$ cat config.mk
export PLATFORM = sky130hd
export DESIGN_NAME = rbd_div
export DESIGN_NICKNAME = d
export VERILOG_FILES = /design/src/rtl/rbd_div.sv
export SDC_FILE = /design/constraint.sdc
export NUM_CORES = 1
export LEC_CHECK = 0
export BUFFER_PORTS_ARGS = -buffer_cell sky130_fd_sc_hd__buf_2
export CELL_PAD_IN_SITES_DETAIL_PLACEMENT = 0
export CELL_PAD_IN_SITES_GLOBAL_PLACEMENT = 2
export CORE_MARGIN = 4
export CORE_UTILIZATION = 37
export DETAILED_ROUTE_END_ITERATION = 8
export GPL_ROUTABILITY_DRIVEN = 0
export PLACE_DENSITY = 0.83
export SKIP_LAST_GASP = 1
export SLEW_MARGIN = 10
export SYNTH_ARGS = -nofsm -noshare
export SYNTH_HDL_FRONTEND = slang
export SYNTH_SLANG_ARGS = --single-unit
$ cat constraint.sdc
create_clock -name clk -period 5.2 [get_ports clk]
set_input_delay 0.78 -clock clk [delete_from_list [all_inputs] [get_ports clk]]
set_output_delay 0.78 -clock clk [all_outputs]
set_load 0.005 [all_outputs]
$ cat src/rtl/rbd_div.sv
`default_nettype none
// Restoring divider, one quotient bit per cycle.
module rbd_div #(
  parameter int NW = 16,
  parameter int DW = 8
) (
  input  wire logic          clk,
  input  wire logic          rst_n,
  input  wire logic          start,
  input  wire logic [NW-1:0] num,
  input  wire logic [DW-1:0] den,
  output logic               done,
  output logic [NW-1:0]      quo
);
  localparam int CNT_W = $clog2(NW + 1);

  logic [CNT_W-1:0] cnt_r;
  logic             busy_r;
  logic             done_r;
  logic [NW-1:0]    num_r;
  logic [DW-1:0]    rem_r;
  logic [DW-1:0]    den_r;
  logic [DW:0]      trial;
  logic             ge;

  assign trial = {rem_r, num_r[NW-1]};
  assign ge    = trial >= {1'b0, den_r};

  always_ff @(posedge clk) begin
    if (!rst_n) begin
      busy_r <= 1'b0;
      done_r <= 1'b0;
      cnt_r  <= '0;
    end else begin
      done_r <= 1'b0;
      if (start) begin
        busy_r <= 1'b1;
        cnt_r  <= '0;
      end else if (busy_r) begin
        cnt_r <= cnt_r + 1'b1;
        if (cnt_r == CNT_W'(NW - 1)) begin
          busy_r <= 1'b0;
          done_r <= 1'b1;
        end
      end
    end
  end

  always_ff @(posedge clk) begin
    if (start) begin
      num_r <= num;
      den_r <= den;
      rem_r <= '0;
    end else if (busy_r) begin
      rem_r <= ge ? DW'(trial - {1'b0, den_r}) : trial[DW-1:0];
      num_r <= {num_r[NW-2:0], ge};
    end
  end

  assign done = done_r;
  assign quo  = num_r;
endmodule
`default_nettype wire

* Yosys cells after proc, flatten, opt, wreduce, memory -nomap -nowiden
Index checks and enable logic that the tools add are counted.
** Word-level totals
- Flip-flop bits (word level) :: 39
- Output and inout port bits :: 17
- Word-level logic and storage cells :: 22
** Cells by class
- Add/subtract/negate cells :: 2
- Order comparisons :: 1
- Equality and inequality tests :: 1
- Multiplexer cells :: 7
- Bitwise logic cells :: 2
- Reductions and logical operators :: 3
** Operator list (count)
- 2-to-1 mux 16 bit :: 2
- greater-or-equal comparator 9 x 8 -> 1 bit :: 1
- 2-to-1 mux 8 bit :: 1
- subtractor 8 bit :: 1
- adder 5 x 1 -> 5 bit (second input constant) :: 1
- == test 5 x 4 -> 1 bit (second input constant) :: 1
- 2-to-1 mux 1 bit :: 4
- OR reduction 3 bit :: 1
- NOT 1 bit :: 2
- nonzero test 2 bit :: 1
- OR reduction 2 bit :: 1

* Logic depth before layout (Yosys ltp)
Gate-level depths: netlist of run 1.
- Word-level depth :: 4
- Depth in mapped cells :: 8

* Worst setup path after synthesis of run 1
No wires, ideal clock.
- Path type :: register to register
- From :: register num_r[15] (netlist: quo[15])
- To :: register rem_r[6]
- Arrival time :: 1964 ps
- Data required time :: 5109 ps
- Slack :: 3145 ps
- Stages on the path, launching flop included :: 9
- Period minus slack after synthesis :: 2055 ps
- Cell sequence :: edfxtp_1 > inv_1 > ha_1 > fa_1 > nand2b_1 > a2111o_1 > o211ai_1 > o21ai_0 > a311oi_1
** On the way
- Word-level cells in the longest chain between the ends :: 2
- Elaborated cells on any way between the ends :: 3
** RTL lines
- start: declaration :: RTL line 20 : logic [NW-1:0] num_r;
- start signal: assignment :: RTL line 51 : num_r <= num;
- start signal: assignment :: RTL line 56 : num_r <= {num_r[NW-2:0], ge};
- subtractor 8 bit / greater-or-equal comparator 9 x 8 -> 1 bit (equally long branches) :: RTL line 55, 27
- 2-to-1 mux 8 bit (*) :: RTL line 55 : rem_r <= ge ? DW'(trial - {1'b0, den_r}) : trial[DW-1:0];
- end signal: assignment :: RTL line 55
- end: declaration :: RTL line 21 : logic [DW-1:0] rem_r;
Every way passes the cells marked *; elsewhere a longest branch is shown, timed or not.
A chain may end at the register's enable or synchronous reset.

* Worst setup path after layout of run 1
Ends and elaborated chain as after synthesis.

==> metrics.csv, run 1 <==
stage,metric,value,unit
outcome,status,completed,
route,wl_met3,180,microns
die,dieArea,6710,sq um
final_layout,nNetsFinal,267,
logic_synthesis,synthCells,186,
route,firstDrtPassIters,4,
sta,fin_crit_sh,44.5,%
clock_tree,cts_root_buf,clkbuf_8,
hold_path,min_to,cnt_r[4],
sta,slew_viol_final,0,
global_routing,grt_pass1_vias,1501,
final_layout,multi_input_area,915,sq um
setup_path,end_kind,flip-flop,
sta,fmax,432,MHz
sta,hold_violations,0,
clock_tree,cts_buffers,5,
route,drt_iter0_drc,48,
logic_synthesis,syn_area_per_cell,10.9,sq um
final_layout,seq_area,1020,sq um
final_layout,fillers,538,
placement,dp_hpwl,3070,microns
placement,port-buffer-count,43,
global_routing,grt_usage,14.3,%
logic_synthesis,synthesis.nets,224,
clock_tree,clk_latency,290,ps
power_and_ir_drop,p_seq_share,51.2,%
power_and_ir_drop,p_int,0.525,mW
clock_tree,clk_pin_slew,80,ps
clock_tree,cts_tree,done,
logic_synthesis,ys_seq_elements,39,
route,viasPerCell,5.05,
route,wl_met1,2110,microns
sta,slew_headroom,50.2,%
power_and_ir_drop,ir_drop,147,uV
hold_path,min_path_type,flip-flop to flip-flop,
route,drc,0,
final_layout,n_antenna_cell,0,
clock_tree,cts_sinks,39,
die,die_w,81.9,microns
logic_synthesis,synth_seq_area_share,50.5,%
logic_synthesis,netlist_area,2020,sq um
global_routing,antenna_found_initial,0,
die,start_util,38.9,%
power_and_ir_drop,p_per_area,310,nW/um^2
power_and_ir_drop,power_frac_clock,27.5,%
final_layout,area_delta_synth_final,17.6,%
global_routing,overflow,0,
flow_run,drv_cap,0,
route,wire_per_inst,14.3,microns
setup_path,worstPathArrival,2510,ps
clock_tree,postCtsSetupBuffers,0,
setup_path,timing.rr.end,rem_r[6],
setup_path,r2r-start,quo[15],
clock_tree,h-tree-depth,2,
logic_synthesis,async_flop_share,0,%
setup_path,required,5390,ps
die,design.core.area,5200,sq um
logic_synthesis,synth_edf_count,24,
clock_tree,hold_buffers,0,
final_layout,post_route_cells_drive_above_1_share,29.6,%
route,wl_met2,1960,microns
sta,worst_slew_pin_slew,746,ps
global_routing,grt_pass1_wl,7220,microns
setup_path,criticalPathCategory,flip-flop to flip-flop,
hold_path,min_from,cnt_r[4],
power_and_ir_drop,power.switching,0.212,mW
die,ioPinCount,44,
sta,setup-violations-final,0,
logic_synthesis,yosysWarnings,0,
clock_tree,max-clock-path-buffers,2,
die,chipHeight,81.9,microns
setup_path,crit_path_start_kind,flip-flop,
logic_synthesis,synth_cell_type_count,44,
final_layout,final_core_util,45.7,%
sta,fin_crit,2320,ps
route,num_vias,1516,
sta,fin_skew,7.78,ps
setup_path,r2r_cells,8,
setup_path,worst-r2r-setup-slack,2880,ps
power_and_ir_drop,p_total,0.737,mW
die,num_rows,26,
sta,final.setup.tns,0,ps
route,wl,4290,microns
power_and_ir_drop,p_comb_share,21.3,%
logic_synthesis,synthFlopType,edfxtp_1,
route,ant_nets,0,
sta,rsz0062_at_grt,no,
global_routing,grt_max_degree,36,
clock_tree,cts_resized,0,
route,top_layer,met4,
hold_path,min_path_cells,2,
power_and_ir_drop,p_sw_share,28.7,%
setup_path,path_max_fanout,4,
power_and_ir_drop,power.static_leakage,0.992,nW
==> cells in the mapped netlist (4+ instances only) <==
master    instances  share of area, %
o21ai_0           8               2.0
edfxtp_1         24                36
inv_1            15               2.8
a211oi_1          4               1.5
ha_1             10               6.2
nand3_1           7               1.7
xnor2_1           4               1.7
dfxtp_1          15                15
nor2_1           20               3.7
mux2_2           16               8.9
a21oi_1           6               1.5
nand2_1          10               1.9
clkbuf_1          4              0.74
==> cells in the final DEF, fill, tap and decap left out, types with 2 or more instances in the layout <==
cell type / instances
buf_2: 43
mux2_2: 16
nor3_1: 2
nand3b_1: 2
xnor2_1: 4
clkbuf_8: 5
ha_1: 10
xor2_1: 2
o211ai_1: 2
a311oi_1: 3
a21o_1: 2
o21ai_0: 8
nand2_1: 10
a2111o_1: 2
and3_1: 3
nand2b_1: 3
inv_1: 15
a211oi_1: 4
nor2_1: 20
dfxtp_1: 15
nand3_1: 7
edfxtp_1: 24
a21oi_1: 6
==> registers in the layout, indices dropped and copies added (netlist names) <==
| register | count |
|---|---|
| busy_r | 1 |
| quo | 16 |
| cnt_r | 5 |
| done | 1 |
| den_r | 8 |
| rem_r | 8 |
==> cell families after synthesis <==
kind of cell               after synthesis  synth area share, %
and+or+nand+nor                         53                 12.6
DFF                                     39                 50.5
AOI/OAI and AO/OA                       38                 13.5
buffers and inverters                   22                 4.33
muxes                                   17                 9.40
adders and majority gates               11                 7.17
xor gates and xnor gates                 6                 2.60
==> worst max-delay path by stage <==
stage                     endpoint  slack (ps)     from  depth (start not counted)
after floorplan           rem_r[6]        3140  quo[15]                          8
after detailed placement    quo[3]        2560    start                          3
after global routing      rem_r[6]        2720  quo[15]                          8
after global placement      quo[4]        2620    start                          3
final                     rem_r[6]        2880  quo[15]                          8
after CTS                   quo[1]        2870    start                          3
==> area by class of cell <==
cell class,count,area share (%)
well taps,70,3.68
flip-flops and latches,39,42.9
multi-input cells,125,38.4
clock buffers,6,3.05
inverters,15,2.37
clock inverters,2,0.526
repair buffers,43,9.04
==> power groups by stage <==
stage               clock network [mW]  registers [mW]  logic [mW]
finish                           0.203           0.378       0.157
floorplan                            0           0.380       0.110
global route                     0.224           0.382       0.178
CTS                              0.211           0.378       0.159
detailed placement                   0           0.385       0.158
global placement                     0           0.385       0.158
==> per-stage QoR <==
stage                     hold slack (ps)  std cells  cell area (sq um)  setup WS (ps)
after detailed placement              479        292               2290           2560
final                                 487        300               2380           2880
after floorplan                       456        186               2020           3140
after global routing                  527        300               2380           2720
after CTS                             487        300               2380           2870
after global placement                470        292               2290           2620
==> worst max-delay path, cell delays in order, from the launching register on <==
cell      delay (ps)
edfxtp_1         390
inv_1             60
ha_1             240
fa_1             410
nand2b_1         200
a2111o_1         390
o211ai_1         100
o21ai_0          110
a311oi_1         300
==> routing by layer <==
metal	global-route usage [%]	vias up
li1	-	768
met1	20.1	714
met2	21.2	28
met3	4.39	6
met4	3.99	0
met5	0	-
Note: power is estimated with default switching activity, not from simulation.
==> run 2: changes to the inputs <==
ABC_AREA = 1   (was unset)
CORE_UTILIZATION = 32   (was 37)
PLACE_DENSITY = 0.78   (was 0.83)
clock period = 2.35 ns   (was 5.2 ns; I/O delays follow)
==> run 2 against run 1 <==
Clock-buffer cell count decreased by 1. Synthesized cell count increased by 31%. Sequential cell count is the same. Register-to-register slack got worse by 2300 ps. Maximum frequency increased by 34%. Global-route usage fell by 1.5 points. Critical path type unchanged. First-iteration DRC count increased by 44%. Sequential power is 110% higher. Setup slack got worse by 2300 ps. Highest routed layer unchanged. Clock power increased to 3.3 times the previous value.
==> metrics.csv, run 2 <==
stage,metric,value,unit,change
sta,fin_crit,1730,ps,-586 ps
final_layout,nNetsFinal,328,,+23%
setup_path,crit_path_start_kind,flip-flop,,
final_layout,fillers,653,,+21%
setup_path,worstPathArrival,1920,ps,-590 ps
sta,setup-violations-final,0,,unchanged
clock_tree,cts_tree,done,,
logic_synthesis,synth_cell_type_count,33,,-25%
die,dieArea,7800,sq um,+16%
global_routing,overflow,0,,unchanged
logic_synthesis,synth_edf_count,24,,unchanged
power_and_ir_drop,power.switching,0.425,mW,+100%
sta,rsz0062_at_grt,no,,
outcome,status,completed,,
power_and_ir_drop,p_comb_share,14.9,%,-6.4 points
clock_tree,hold_buffers,0,,unchanged
logic_synthesis,yosysWarnings,0,,unchanged
setup_path,critical_path_depth,10,,+2
final_layout,final_common_cell,nand2_1,,
final_layout,n_antenna_cell,0,,unchanged
placement,dp_worst_setup_slack,600,ps,-1960 ps
setup_path,crit_slowest_cell,fa_1,,
setup_path,worstPathCellList,inv_1 -> ha_1 -> fa_1 -> inv_1 -> nand3_1 -> nand3_1 -> xnor2_1 -> nand2_1 -> nand3_1 -> nand2_1,,
setup_path,required,2540,ps,-2850 ps
clock_tree,clk_pin_slew,80,ps,about the same
final_layout,post_route_cells_drive_above_1_share,23.7,%,-5.9 points
logic_synthesis,synthesis.nets,281,,+25%
power_and_ir_drop,ir_drop,405,uV,+180%
sta,layout_setup_ws,619,ps,-2260 ps
logic_synthesis,async_flop_share,0,%,unchanged
setup_path,timing.rr.end,rem_r[4],,
power_and_ir_drop,p_sw_share,24.5,%,-4.3 points
sta,worst_slew_pin_slew,345,ps,-401 ps
route,wire_per_inst,12.3,microns,-14%
setup_path,path_max_fanout,2,,-2
setup_path,critPathTopFamily,adder cells,,
placement,dp_hpwl,3460,microns,+13%
sta,fin_hold_ws,234,ps,-254 ps
route,drc,0,,unchanged
power_and_ir_drop,power.static_leakage,1.25,nW,+26%
clock_tree,postCtsSetupBuffers,0,,unchanged
flow_run,drv_cap,0,,unchanged
route,ant_nets,0,,unchanged
clock_tree,h-tree-depth,2,,unchanged
setup_path,criticalPathCategory,flip-flop to flip-flop,,
setup_path,r2r_cells,10,,+2
power_and_ir_drop,power_frac_clock,38.4,%,+11 points
logic_synthesis,yosys-top-cells-count,"95 x nand2_1, 24 x edfxtp_1, 24 x inv_1, 16 x nand3_1, 15 x dfxtp_1",,
global_routing,grt_pass1_vias,1661,,+11%
placement,place_inst,360,,+23%
setup_path,end_kind,flip-flop,,
route,drt_iter0_drc,69,,+44%
clock_tree,cts_buffers,5,,unchanged
sta,final.setup.tns,0,ps,unchanged
route,viasPerCell,4.52,,-11%
die,chipHeight,88.3,microns,+7.8%
sta,slew_headroom,76.9,%,+27 points
sta,hold_violations,0,,unchanged
setup_path,crit_top_cell,nand3_1,,
clock_tree,cts_root_buf,clkbuf_8,,
clock_tree,max-clock-path-buffers,2,,unchanged
logic_synthesis,ys_seq_elements,39,,unchanged
die,start_util,32.7,%,-6.2 points
sta,fin_skew,8.38,ps,+0.602 ps
global_routing,grt_max_degree,22,,-39%
logic_synthesis,synthCells,243,,+31%
clock_tree,clk_latency,290,ps,about the same
final_layout,area_delta_synth_final,20.9,%,
logic_synthesis,synth.area.top_cells,"edfxtp_1 35%, nand2_1 17%, dfxtp_1 15%",,
die,die_w,88.3,microns,+7.8%
global_routing,grt_pass1_wl,7780,microns,+7.7%
logic_synthesis,synth_top_area_cell,edfxtp_1,,
setup_path,startpoint,quo[15],,
final_layout,layout_common_cells,"95 x nand2_1, 43 x buf_2, 24 x inv_1, 24 x edfxtp_1, 16 x nand3_1",,
power_and_ir_drop,p_per_area,696,nW/um^2,+120%
die,num_rows,29,,+12%
logic_synthesis,synthFlopType,edfxtp_1,,
setup_path,crit_buf_inv,2,,+1
global_routing,antenna_found_initial,0,,unchanged
setup_path,critical_path.endpoint,rem_r[4],,
sta,fmax,578,MHz,+34%
logic_synthesis,synth_most_common_cell,nand2_1,,
hold_path,min_path_type,primary input to flip-flop,,
clock_tree,cts_sinks,39,,unchanged
final_layout,largest_reg_flops,16,,unchanged
logic_synthesis,netlist_area,2070,sq um,+2.1%
global_routing,grt_usage,12.8,%,-1.5 points
placement,port-buffer-count,43,,unchanged
route,num_vias,1663,,+9.7%
logic_synthesis,syn_area_per_cell,8.50,sq um,-22%
final_layout,stdcell_count,368,,+23%
route,wl,4530,microns,+5.5%
route,firstDrtPassIters,4,,unchanged
sta,fin_crit_sh,73.6,%,+29 points
setup_path,worst-r2r-setup-slack,620,ps,-2260 ps
die,design.core.area,6310,sq um,+21%
sta,slew_viol_final,0,,unchanged
power_and_ir_drop,p_seq_share,46.7,%,-4.5 points
logic_synthesis,synth_seq_area_share,49.4,%,-1.0 points
logic_synthesis,netlist.area_leader.share,34.9,%,-0.73 points
die,ioPinCount,44,,unchanged
clock_tree,cts_resized,0,,unchanged
setup_path,r2r-start,quo[15],,
setup_path,critPathMaxStageDelay,410,ps,about the same
power_and_ir_drop,p_int,1.31,mW,+150%
-- run 2: how the worst min path moves through the flow --
stage,start,endpoint,slack (ps),depth (start not counted)
after global placement,rem_r[3],rem_r[3],460,2
after CTS,den[6],den_r[6],220,1
after detailed placement,rem_r[4],rem_r[4],460,2
final,den[0],den_r[0],230,1
after floorplan,rem_r[1],rem_r[1],440,2
after global routing,den[7],den_r[7],220,1
-- run 2: cells by family after synthesis --
group           count (synthesis)  share of synthesized area (%)
flops                          39                           49.4
simple gates                  144                           32.1
xor+xnor                        3                           1.27
buf+inv                        35                           6.78
fa+ha+maj                      11                           7.03
compound gates                 11                           3.39
-- run 2: area by class of cell --
type	instances	area [sq um]	area share (%)
Multi-Input combinational cell	169	905	36.2
Sequential cell	39	1020	40.9
Clock buffer	5	68.8	2.76
Tap cell	77	96.3	3.86
Clock inverter	3	67.6	2.71
Timing Repair Buffer	44	223	8.92
Inverter	31	116	4.66
-- run 2: through the flow --
step	cell area (sq um)	total power, mW	util [%]
global route	2500	1.83	39.6
CTS	2500	1.77	39.6
global placement	2360	1.09	37.4
floorplan	2070	0.991	-
detailed placement	2360	1.09	37.4
finish	2500	1.74	39.6
-- run 2: metal layers --
layer	track usage, %	part of all wire [%]
met5	0	0
met4	4.12	1.4
met3	2.98	4.1
met2	20.7	47
met1	17.0	48
-- run 2: power by group through the flow --
stage,Combinational [mW],Clock (mW),Sequential (mW)
floorplan,0.168,0,0.823
global placement,0.265,0,0.828
detailed placement,0.265,0,0.826
CTS,0.266,0.688,0.812
global route,0.298,0.714,0.818
finish,0.259,0.667,0.811
